===== src/sv/sfcs_pkg.sv =====
// Types and codes shared by the serial flash command sequencer modules.
package sfcs_pkg;

  typedef enum logic [2:0] {
    PH_IDLE     = 3'd0,
    PH_WREN     = 3'd1,
    PH_CHECK    = 3'd2,
    PH_CMD      = 3'd3,
    PH_READING  = 3'd4,
    PH_WAITBUSY = 3'd5,
    PH_ERROR    = 3'd6
  } phase_e;

  typedef enum logic [1:0] {
    OP_NONE  = 2'd0,
    OP_READ  = 2'd1,
    OP_PROG  = 2'd2,
    OP_ERASE = 2'd3
  } op_e;

  typedef enum logic [2:0] {
    CMD_NONE    = 3'd0,
    CMD_WREN    = 3'd1,
    CMD_RDSR    = 3'd2,
    CMD_READ    = 3'd3,
    CMD_PROGRAM = 3'd4,
    CMD_ERASE   = 3'd5
  } cmd_e;

  typedef enum logic [1:0] {
    FLT_NONE    = 2'd0,
    FLT_WEL     = 2'd1,
    FLT_TIMEOUT = 2'd2
  } fault_e;

  typedef enum logic {
    REG_RETRY_LIMIT   = 1'b0,
    REG_TIMEOUT_LIMIT = 1'b1
  } reg_idx_e;

  localparam int unsigned CfgWidth = 32;

  localparam logic [7:0]  RetryLimitRst   = 8'd3;
  localparam logic [31:0] TimeoutLimitRst = 32'd1000000;

  localparam int unsigned StatusBusyBit = 0;
  localparam int unsigned StatusWelBit  = 1;

  typedef struct packed {
    logic [1:0]  opcode;
    logic [23:0] flash_addr;
    logic [15:0] byte_count;
    logic [7:0]  status_byte;
  } sfcs_in_t;

  typedef struct packed {
    logic        accepted;
    logic [2:0]  command;
    logic [23:0] cmd_addr;
    logic [15:0] cmd_len;
    logic        done_res;
    logic        success;
    logic [1:0]  fault;
    logic [2:0]  phase;
  } sfcs_out_t;

endpackage


===== src/sv/sfcs_in_stage.sv =====
// Input register stage: holds one accepted item until the core takes it.
module sfcs_in_stage (
  input  logic             clk_i,
  input  logic             rst_ni,
  input  logic             in_valid_i,
  output logic             in_ready_o,
  input  sfcs_pkg::sfcs_in_t in_data_i,
  input  logic             room_i,
  output logic             step_o,
  output sfcs_pkg::sfcs_in_t item_o
);
  import sfcs_pkg::*;

  logic     valid_q, valid_d;
  sfcs_in_t data_q;
  logic     load;

  assign step_o     = valid_q && room_i;
  assign in_ready_o = !valid_q || room_i;
  assign load       = in_valid_i && in_ready_o;
  assign item_o     = data_q;

  always_comb begin
    valid_d = valid_q;
    if (load) begin
      valid_d = 1'b1;
    end else if (step_o) begin
      valid_d = 1'b0;
    end
  end

  always_ff @(posedge clk_i or negedge rst_ni) begin
    if (!rst_ni) begin
      valid_q <= 1'b0;
    end else begin
      valid_q <= valid_d;
    end
  end

  always_ff @(posedge clk_i) begin
    if (load) begin
      data_q <= in_data_i;
    end
  end

endmodule


===== src/sv/sfcs_core.sv =====
// Sequencer state, configuration registers and the per-item step logic.
module sfcs_core (
  input  logic                 clk_i,
  input  logic                 rst_ni,
  input  logic                 step_i,
  input  sfcs_pkg::sfcs_in_t   item_i,
  input  logic                 cfg_we_i,
  input  logic                 cfg_idx_i,
  input  logic [sfcs_pkg::CfgWidth-1:0] cfg_wdata_i,
  output sfcs_pkg::sfcs_out_t  res_o
);
  import sfcs_pkg::*;

  phase_e      phase_q, phase_d;
  op_e         op_q, op_d;
  fault_e      fault_q, fault_d;
  logic [23:0] addr_q, addr_d;
  logic [15:0] len_q, len_d;
  logic [7:0]  retry_q, retry_d;
  logic [31:0] wait_q, wait_d;
  logic [7:0]  retry_limit_q;
  logic [31:0] timeout_limit_q;

  logic        is_start, wel, busy;
  logic [7:0]  retry_inc;
  logic [31:0] wait_inc;
  logic        retry_fail, wait_fail;

  assign is_start   = (item_i.opcode != OP_NONE);
  assign wel        = item_i.status_byte[StatusWelBit];
  assign busy       = item_i.status_byte[StatusBusyBit];
  // saturate both counters
  assign retry_inc  = (retry_q != 8'hFF) ? retry_q + 8'd1 : retry_q;
  assign wait_inc   = (wait_q != 32'hFFFF_FFFF) ? wait_q + 32'd1 : wait_q;
  assign retry_fail = (retry_inc >= retry_limit_q);
  assign wait_fail  = (wait_inc >= timeout_limit_q);

  // next phase
  always_comb begin
    phase_d = phase_q;
    if (step_i) begin
      if (is_start) begin
        if (phase_q == PH_IDLE) begin
          phase_d = (item_i.opcode == OP_READ) ? PH_CMD : PH_WREN;
        end
      end else begin
        case (phase_q)
          PH_IDLE:     phase_d = PH_IDLE;
          PH_WREN:     phase_d = PH_CHECK;
          PH_CHECK: begin
            if (wel) begin
              phase_d = PH_CMD;
            end else if (retry_fail) begin
              phase_d = PH_ERROR;
            end else begin
              phase_d = PH_WREN;
            end
          end
          PH_CMD: begin
            if (op_q == OP_READ) begin
              phase_d = PH_READING;
            end else if (op_q == OP_PROG || op_q == OP_ERASE) begin
              phase_d = PH_WAITBUSY;
            end else begin
              phase_d = PH_IDLE;
            end
          end
          PH_READING:  phase_d = PH_IDLE;
          PH_WAITBUSY: begin
            if (!busy) begin
              phase_d = PH_IDLE;
            end else if (wait_fail) begin
              phase_d = PH_ERROR;
            end
          end
          PH_ERROR:    phase_d = PH_IDLE;
          default:     phase_d = PH_IDLE;
        endcase
      end
    end
  end

  // result fields and data state
  always_comb begin
    op_d    = op_q;
    fault_d = fault_q;
    addr_d  = addr_q;
    len_d   = len_q;
    retry_d = retry_q;
    wait_d  = wait_q;

    res_o          = '0;
    res_o.command  = CMD_NONE;
    res_o.fault    = FLT_NONE;
    res_o.phase    = phase_d;

    if (step_i) begin
      if (is_start) begin
        if (phase_q == PH_IDLE) begin
          res_o.accepted = 1'b1;
          op_d    = op_e'(item_i.opcode);
          addr_d  = item_i.flash_addr;
          len_d   = (item_i.opcode == OP_ERASE) ? 16'd0 : item_i.byte_count;
          retry_d = '0;
          wait_d  = '0;
          fault_d = FLT_NONE;
        end
      end else begin
        case (phase_q)
          PH_IDLE: ;
          PH_WREN: begin
            res_o.command = CMD_WREN;
            wait_d        = '0;
          end
          PH_CHECK: begin
            res_o.command = CMD_RDSR;
            if (wel) begin
              wait_d = '0;
            end else begin
              retry_d = retry_inc;
              if (retry_fail) begin
                fault_d = FLT_WEL;
              end
            end
          end
          PH_CMD: begin
            if (op_q == OP_READ || op_q == OP_PROG || op_q == OP_ERASE) begin
              res_o.cmd_addr = addr_q;
              res_o.cmd_len  = len_q;
              case (op_q)
                OP_READ:  res_o.command = CMD_READ;
                OP_PROG:  res_o.command = CMD_PROGRAM;
                default:  res_o.command = CMD_ERASE;
              endcase
              if (op_q != OP_READ) begin
                wait_d = '0;
              end
            end else begin
              wait_d  = '0;
              retry_d = '0;
              op_d    = OP_NONE;
            end
          end
          PH_READING: begin
            res_o.done_res = 1'b1;
            res_o.success  = 1'b1;
          end
          PH_WAITBUSY: begin
            res_o.command = CMD_RDSR;
            if (!busy) begin
              res_o.done_res = 1'b1;
              res_o.success  = 1'b1;
            end else begin
              wait_d = wait_inc;
              if (wait_fail) begin
                fault_d = FLT_TIMEOUT;
              end
            end
          end
          PH_ERROR: begin
            res_o.done_res = 1'b1;
            res_o.fault    = fault_q;
            wait_d         = '0;
            retry_d        = '0;
            op_d           = OP_NONE;
          end
          default: begin
            wait_d  = '0;
            retry_d = '0;
            op_d    = OP_NONE;
          end
        endcase
      end
    end
  end

  always_ff @(posedge clk_i or negedge rst_ni) begin
    if (!rst_ni) begin
      phase_q <= PH_IDLE;
      op_q    <= OP_NONE;
      fault_q <= FLT_NONE;
      addr_q  <= '0;
      len_q   <= '0;
      retry_q <= '0;
      wait_q  <= '0;
    end else begin
      phase_q <= phase_d;
      op_q    <= op_d;
      fault_q <= fault_d;
      addr_q  <= addr_d;
      len_q   <= len_d;
      retry_q <= retry_d;
      wait_q  <= wait_d;
    end
  end

  always_ff @(posedge clk_i or negedge rst_ni) begin
    if (!rst_ni) begin
      retry_limit_q   <= RetryLimitRst;
      timeout_limit_q <= TimeoutLimitRst;
    end else if (cfg_we_i) begin
      case (reg_idx_e'(cfg_idx_i))
        REG_RETRY_LIMIT:   retry_limit_q   <= cfg_wdata_i[7:0];
        REG_TIMEOUT_LIMIT: timeout_limit_q <= cfg_wdata_i;
        default: ;
      endcase
    end
  end

  a_accept_from_idle: assert property (@(posedge clk_i) disable iff (!rst_ni)
    step_i && res_o.accepted |-> phase_q == PH_IDLE)
    else $error("start taken outside idle");

  a_done_returns_idle: assert property (@(posedge clk_i) disable iff (!rst_ni)
    step_i && res_o.done_res |=> phase_q == PH_IDLE)
    else $error("finished item did not return to idle");

  a_fault_only_on_done: assert property (@(posedge clk_i) disable iff (!rst_ni)
    res_o.fault != FLT_NONE |-> res_o.done_res && !res_o.success)
    else $error("fault reported without a failing finish");

  a_error_has_fault: assert property (@(posedge clk_i) disable iff (!rst_ni)
    phase_q == PH_ERROR |-> fault_q != FLT_NONE)
    else $error("error phase without fault code");

endmodule


===== src/sv/sfcs_out_stage.sv =====
// Result register: holds one result item until the consumer takes it.
module sfcs_out_stage (
  input  logic                clk_i,
  input  logic                rst_ni,
  input  logic                step_i,
  input  sfcs_pkg::sfcs_out_t res_i,
  output logic                room_o,
  output logic                out_valid_o,
  input  logic                out_ready_i,
  output sfcs_pkg::sfcs_out_t out_data_o
);
  import sfcs_pkg::*;

  logic      valid_q, valid_d;
  sfcs_out_t data_q;

  assign room_o      = !valid_q || out_ready_i;
  assign out_valid_o = valid_q;
  assign out_data_o  = data_q;

  always_comb begin
    valid_d = valid_q;
    if (step_i) begin
      valid_d = 1'b1;
    end else if (out_ready_i) begin
      valid_d = 1'b0;
    end
  end

  always_ff @(posedge clk_i or negedge rst_ni) begin
    if (!rst_ni) begin
      valid_q <= 1'b0;
    end else begin
      valid_q <= valid_d;
    end
  end

  always_ff @(posedge clk_i) begin
    if (step_i) begin
      data_q <= res_i;
    end
  end

endmodule


===== src/sv/spi_flash_command_sequencer.sv =====
// Serial NOR flash command sequencer: one result item per input item, one item
// per cycle sustained while out_ready_i holds high. An item is registered in the
// input register on entry, stepped through the sequencer state once the result
// register has room and then held in the result register until taken; the
// single state update per item sets the one-per-cycle rate. Configuration writes take
// effect at the clock edge of the write and should be made while no item is in
// flight.
module spi_flash_command_sequencer (
  input  logic                 clk_i,
  input  logic                 rst_ni,
  input  logic                 in_valid_i,
  output logic                 in_ready_o,
  input  sfcs_pkg::sfcs_in_t   in_data_i,
  output logic                 out_valid_o,
  input  logic                 out_ready_i,
  output sfcs_pkg::sfcs_out_t  out_data_o,
  input  logic                 cfg_we_i,
  input  logic                 cfg_idx_i,
  input  logic [sfcs_pkg::CfgWidth-1:0] cfg_wdata_i
);
  import sfcs_pkg::*;

  logic      room, step;
  sfcs_in_t  item;
  sfcs_out_t res;

  sfcs_in_stage u_in (
    .clk_i      (clk_i),
    .rst_ni     (rst_ni),
    .in_valid_i (in_valid_i),
    .in_ready_o (in_ready_o),
    .in_data_i  (in_data_i),
    .room_i     (room),
    .step_o     (step),
    .item_o     (item)
  );

  sfcs_core u_core (
    .clk_i       (clk_i),
    .rst_ni      (rst_ni),
    .step_i      (step),
    .item_i      (item),
    .cfg_we_i    (cfg_we_i),
    .cfg_idx_i   (cfg_idx_i),
    .cfg_wdata_i (cfg_wdata_i),
    .res_o       (res)
  );

  sfcs_out_stage u_out (
    .clk_i       (clk_i),
    .rst_ni      (rst_ni),
    .step_i      (step),
    .res_i       (res),
    .room_o      (room),
    .out_valid_o (out_valid_o),
    .out_ready_i (out_ready_i),
    .out_data_o  (out_data_o)
  );

endmodule


===== config.mk =====
export PLATFORM = sky130hd
export DESIGN_NAME = spi_flash_command_sequencer
export DESIGN_NICKNAME = d
export VERILOG_FILES = /design/src/sv/sfcs_pkg.sv /design/src/sv/sfcs_in_stage.sv /design/src/sv/sfcs_core.sv /design/src/sv/sfcs_out_stage.sv /design/src/sv/spi_flash_command_sequencer.sv
export SDC_FILE = /design/constraint.sdc
export NUM_CORES = 1
export LEC_CHECK = 0
export BUFFER_PORTS_ARGS = -buffer_cell sky130_fd_sc_hd__buf_2
export CORE_ASPECT_RATIO = 1.4
export CORE_MARGIN = 3
export CORE_UTILIZATION = 60
export CTS_BUF_LIST = sky130_fd_sc_hd__clkbuf_4 sky130_fd_sc_hd__clkbuf_8
export CTS_CLUSTER_DIAMETER = 150
export DETAILED_ROUTE_END_ITERATION = 8
export GPL_ROUTABILITY_DRIVEN = 0
export PLACE_DENSITY = 0.91
export SYNTH_ARGS = -nofsm -noshare
export SYNTH_HDL_FRONTEND = slang
export SYNTH_SLANG_ARGS = --single-unit

===== constraint.sdc =====
create_clock -name clk_i -period 5.5 [get_ports clk_i]
set_clock_uncertainty 0.1 [all_clocks]
set_input_delay 0.825 -clock clk_i [delete_from_list [all_inputs] [get_ports clk_i]]
set_output_delay 0.825 -clock clk_i [all_outputs]
set_load 0.02 [all_outputs]

Word-level counts from Yosys, hierarchy flattened
Index checks and enable logic that the tools add are counted.

ROM bits: 0. Bits in latches: 0. Flip-flop bits (word level): 224. Memories: 0. Input bits: 88. RAM bits: 0. Output and inout bits: 53. Word-level logic and storage cells: 132.

Eq/ne operators: 25. Bitwise operators: 4. Add/subtract/negate cells: 2. Div/mod/pow operators: 0. Muxes and demuxes: 48. $lt $le $gt $ge: 2. Shift-type cells: 0. Reduce and logical (&&, ||, !) cells: 28. $mul: 0.

Operator list (count): $mux W32 (7); $pmux W32 S4 (1); $mux W43 (1); $mux W8 (5); $add A32 B1 Y32 const B (1); $ge A32 B32 Y1 (1); $ne A32 B32 Y1 const B (1); $mux W3 (9); $pmux W8 S3 (1); $mux W2 (11); $mux W16 (1); $ne A3 B2 Y1 const B (4); $pmux W3 S4 (1); $eq A3 B3 Y1 const B (3); $pmux W3 S3 (1); $add A8 B1 Y8 const B (1); $ge A8 B8 Y1 (1); $ne A2 B1 Y1 const B (4); $ne A8 B8 Y1 const B (1); $pmux W2 S2 (2); $reduce_or A2 Y1 (4); $reduce_and A7 Y1 (1); $eq A2 B2 Y1 const B (3); $eq A3 B2 Y1 const B (2); 23 further kinds (42).

Longest topological paths before layout
Depth in word-level cells: 8. Gate-level depth with buffers: 14. Gate-level depth less buffers: 13.

Modules after synthesis
Synthesis repeated with hierarchy kept, for this count alone.

Cells, all modules: 939. Area, all modules: 10958.0 µm².

Modules (own cells, without submodules): sfcs_core (instances 1, sequential area each 3189.3 µm², area an instance 7817.5 µm², cells each 830); sfcs_out_stage (instances 1, sequential area each 1556.5 µm², area an instance 1579.0 µm², cells each 54); sfcs_in_stage (instances 1, sequential area each 1526.5 µm², area an instance 1561.5 µm², cells each 55).

Least setup slack after synthesis
No wires, ideal clock.

Path type: reg-to-reg. Start: register u_core.wait_q[29]. End: register u_out.data_q, in the netlist u_out.out_data_o[1] (data pin). Library setup time: 0.185 ns. Data arrival time: 3.301 ns. Stages on the path, launching flop included: 12. Setup slack: 1.914 ns. Buffers on the path: 0. Clock period less this slack: 3.586 ns. Required time: 5.215 ns. Cell sequence: dfrtp_1 > nand4_1 > nor4_4 > a311oi_1 > xor2_1 > ha_1 > nand4_1 > nor3_1 > or4b_1 > a31oi_1 > nor3_1 > a211oi_1.

RTL lines: from (decl) (RTL line sfcs_core.sv:20) `logic [31:0] wait_q, wait_d;`; from (signal assigned) (RTL line sfcs_core.sv:193) `wait_q <= wait_d;`; to (signal assigned) (RTL line sfcs_out_stage.sv:40) `data_q <= res_i;`; to (decl) (RTL line sfcs_out_stage.sv:15) `sfcs_out_t data_q;`.

==> flow_summary_export.csv <==
group,metric,value,unit
outcome,status,"finished clean",
synthesis,synth_adder_area_share,5.51,%
final_layout,multiInputGateArea,0.00423,mm^2
timing,rsz0062_at_grt,"false",
final_layout,final_core_util,70.5,%
worst_setup_path,path_class,"register to register",
worst_setup_path,timing.rr.start,"u_core.wait_q[29]",
final_layout,antenna_cells,0,
route,routedWlPerCell,17.2,um
grt,grt_pass1_vias,7639,
timing,finalWorstSetupSlack,1.11,ns
synthesis,syn_area,0.0107,mm^2
synthesis,synthCells,905,
route,dr.first_iter.drc_count,648,
synthesis,synth_warnings,0,
synthesis,async_flop_share,57.6,%
route,vias,7552,
synthesis,synth_top_family_by_area,"simple AND/OR/NAND/NOR gates",
clocking,clock_tree.root_cell,"clkbuf_8",
place,portBuffers,134,
die,dieArea,0.0194,mm^2
timing,hold_viol,0,
die,rows,57,
power_and_ir_drop,ir_drop,0.000336,V
final_layout,final_cell_mix,"133 x buf_2, 120 x dfrtp_1, 95 x edfxtp_1, 82 x nand2_1, 71 x o21ai_0",
synthesis,synth_area_leader_cell,"dfrtp_1",
synthesis,synth_top_area_share,28.1,%
synthesis,synth-xor-area-share,2.63,%
synthesis,yosysSeqAreaShare,57.1,%
worst_setup_path,cp.depth,11,
worst_setup_path,crit_start,"u_core.wait_q[29]",
synthesis,yosys.area_share.simple,13.3,%
min_path,hp-start,"in_data_i[42]",
worst_setup_path,required,5.70,ns
grt,grt_overflow,0,
timing,setup-violations-final,0,
power_and_ir_drop,leakage,5.44,nW
place,hpwlAfterDp,15.5,mm
worst_setup_path,crit_fanout,10,
route,dr_wl_met3,1.61,mm
synthesis,synthMuxAreaShare,6.82,%
timing,drv_slew,0,
clocking,cts_sinks,224,
synthesis,synth_nets,1040,
route,antenna_left,0,
clocking,clk_pin_slew,0.06,ns
worst_setup_path,path_buf_inv,0,
synthesis,syn_area_per_cell,11.8,um^2
synthesis,ys_types,73,
clocking,htreeDepth,2,
final_layout,drive_above_1_share,26.9,%
worst_setup_path,end_kind,"register",
synthesis,ys_ff_latch,224,
clocking,cts_buffers,34,
final_layout,final_area,0.0123,mm^2
timing,worst_pin_slew,1.04,ns
place,postPlaceCellArea,0.0115,mm^2
worst_setup_path,max_stage_delay,0.74,ns
die,pin_count,141,
clocking,cts_buffer_depth,3,
final_layout,nets,1180,
worst_setup_path,r2r_slack,1.11,ns
timing,layout_min_cycle_time,4.39,ns
grt,grt_max_degree,65,
final_layout,mostFrequentLayoutCell,"buf_2",
worst_setup_path,rr_worst_depth,11,
route,drc_errors,0,
final_layout,syn_to_final_growth,14.9,%
route,via_per_inst,5.78,
route,dr_wl_met2,12.0,mm
final_layout,regArea,0.00609,mm^2
min_path,min_path_cells,1,
grt,grt_pass1_wl,36.6,mm
worst_setup_path,critical_path.top_delay_family,"simple AND/OR/NAND/NOR gates",
power_and_ir_drop,power.total,4.47,mW
route,topRoutingLayerUsed,"met5",
grt,antenna_found_initial,1,
timing,setup_tns,0,ns
die,die_h,164,um
synthesis,synth_compound_area_share,11.3,%
route,drt_pass1_iterations,5,
route,wl,22.5,mm
power_and_ir_drop,power.density,365,mW/mm^2
route,met1_length,8.20,mm
final_layout,fill_cells,1232,
die,die_w,119,um
die,initial_utilization,61.3,%
timing,max_freq,228,MHz
worst_setup_path,cp_slowest_cell,"nor4_4",
worst_setup_path,worstPathCellList,"nand4_1, nor4_4, a311oi_1, xor2_1, ha_1, nand4_1, nor3_1, or4b_1, a31oi_1, nor3_1, a211oi_1",
min_path,hold_path.class,"input port to register",
worst_setup_path,worstPathArrival,4.59,ns
clocking,cts_tree,"done",
synthesis,synth_ff_type,"dfrtp_1",
place,pre_cts_slack,1.25,ns
synthesis,synth_area_leaders,"dfrtp_1 28%, edfxtp_1 27%, mux2_2 6.5%",
timing,period_share,79.8,%
synthesis,synth_edf_count,95,
die,coreArea,0.0174,mm^2
run,maxCapViolations,0,
timing,slew_headroom,30.3,%
grt,track_usage,23.4,%
worst_setup_path,critPathLaunchType,"register",
clocking,clk_latency,0.53,ns
[cell families after synthesis]
logic type / Yosys count
buf+inv: 86
mux: 65
compound gates: 187
xor+xnor: 32
fa+ha+maj: 47
flops: 224
simple gates: 264
[cells in the mapped netlist, types with 7 or more instances]
| cell type | instances |
|---|---|
| a31oi_1 | 11 |
| nand3_1 | 18 |
| nand2b_1 | 11 |
| dfrtp_1 | 120 |
| nand2_1 | 83 |
| nand4_1 | 20 |
| clkbuf_1 | 15 |
| o31ai_1 | 20 |
| mux2_2 | 62 |
| o21ai_0 | 71 |
| a21oi_1 | 33 |
| nor3_1 | 12 |
| a211oi_1 | 7 |
| edfxtp_1 | 95 |
| nor2_1 | 35 |
| xnor2_1 | 27 |
| ha_1 | 47 |
| and2_1 | 45 |
| inv_1 | 49 |
| and3_1 | 9 |
| dfstp_2 | 9 |
| buf_2 | 13 |
[through the flow]
| step | std cells | hold slack [ns] |
|---|---|---|
| finish | 1306 | 0.360 |
| floorplan | 905 | 0.342 |
| CTS | 1306 | 0.333 |
| global route | 1306 | 0.332 |
| detailed placement | 1244 | 0.363 |
| global placement | 1244 | 0.353 |
[final cells by class]
class,count,area share [%]
Timing Repair Buffer,141,5.94
Sequential cell,224,49.7
Clock inverter,15,1.33
Tap cell,236,2.41
Clock buffer,46,4.65
Multi-Input combinational cell,595,34.5
Inverter,49,1.50
[sequential cells by signal (all words and copies together), names as in the netlist]
name / flops
u_out.out_data_o: 51
u_in.item_o: 44
u_core.timeout_limit_q: 32
u_core.wait_q: 32
u_core.addr_q: 24
u_core.len_q: 16
u_core.retry_limit_q: 8
u_core.retry_q: 8
u_core.phase_q: 3
u_core.fault_q: 2
u_core.op_q: 2
u_in.valid_q: 1
u_out.out_valid_o: 1
[routing by layer]
| metal | up-vias | track usage, % |
|---|---|---|
| met5 | - | 0 |
| met2 | 288 | 42.6 |
| met1 | 3652 | 26.8 |
| li1 | 3550 | - |
| met4 | 2 | 9.44 |
| met3 | 60 | 5.13 |
[timing repair]
item / CTS / global route
endpoints found under the hold margin: 2 / 0
hold buffers: 1 / 0
buffers inserted: 0 / 0
resized for setup: 0 / 0
[path summary, 6_finish.rpt]
kind / endpoint
setup / recovery: u_out.out_data_o[1]
hold / removal: u_in.item_o[42]
setup reg to reg: u_out.out_data_o[1]
min in group asynchronous: u_core.timeout_limit_q[31]
max in group asynchronous: u_core.wait_q[21]
hold reg to reg: u_core.len_q[11]
[where the power goes]
part           internal, mW  total (mW)  switching [mW]
Combinational         0.343       0.784           0.441
Sequential             2.05        2.22           0.176
Clock                 0.825        1.47           0.643
[worst register-to-register path, cell delays in order (launching register included)]
cell and delay [ns]:
dfrtp_1 0.47, nand4_1 0.22, nor4_4 0.74, a311oi_1 0.32, xor2_1 0.22, ha_1 0.35
nand4_1 0.13, nor3_1 0.31, or4b_1 0.46, a31oi_1 0.32, nor3_1 0.13, a211oi_1 0.38
Note: power is estimated with default switching activity, not from simulation.
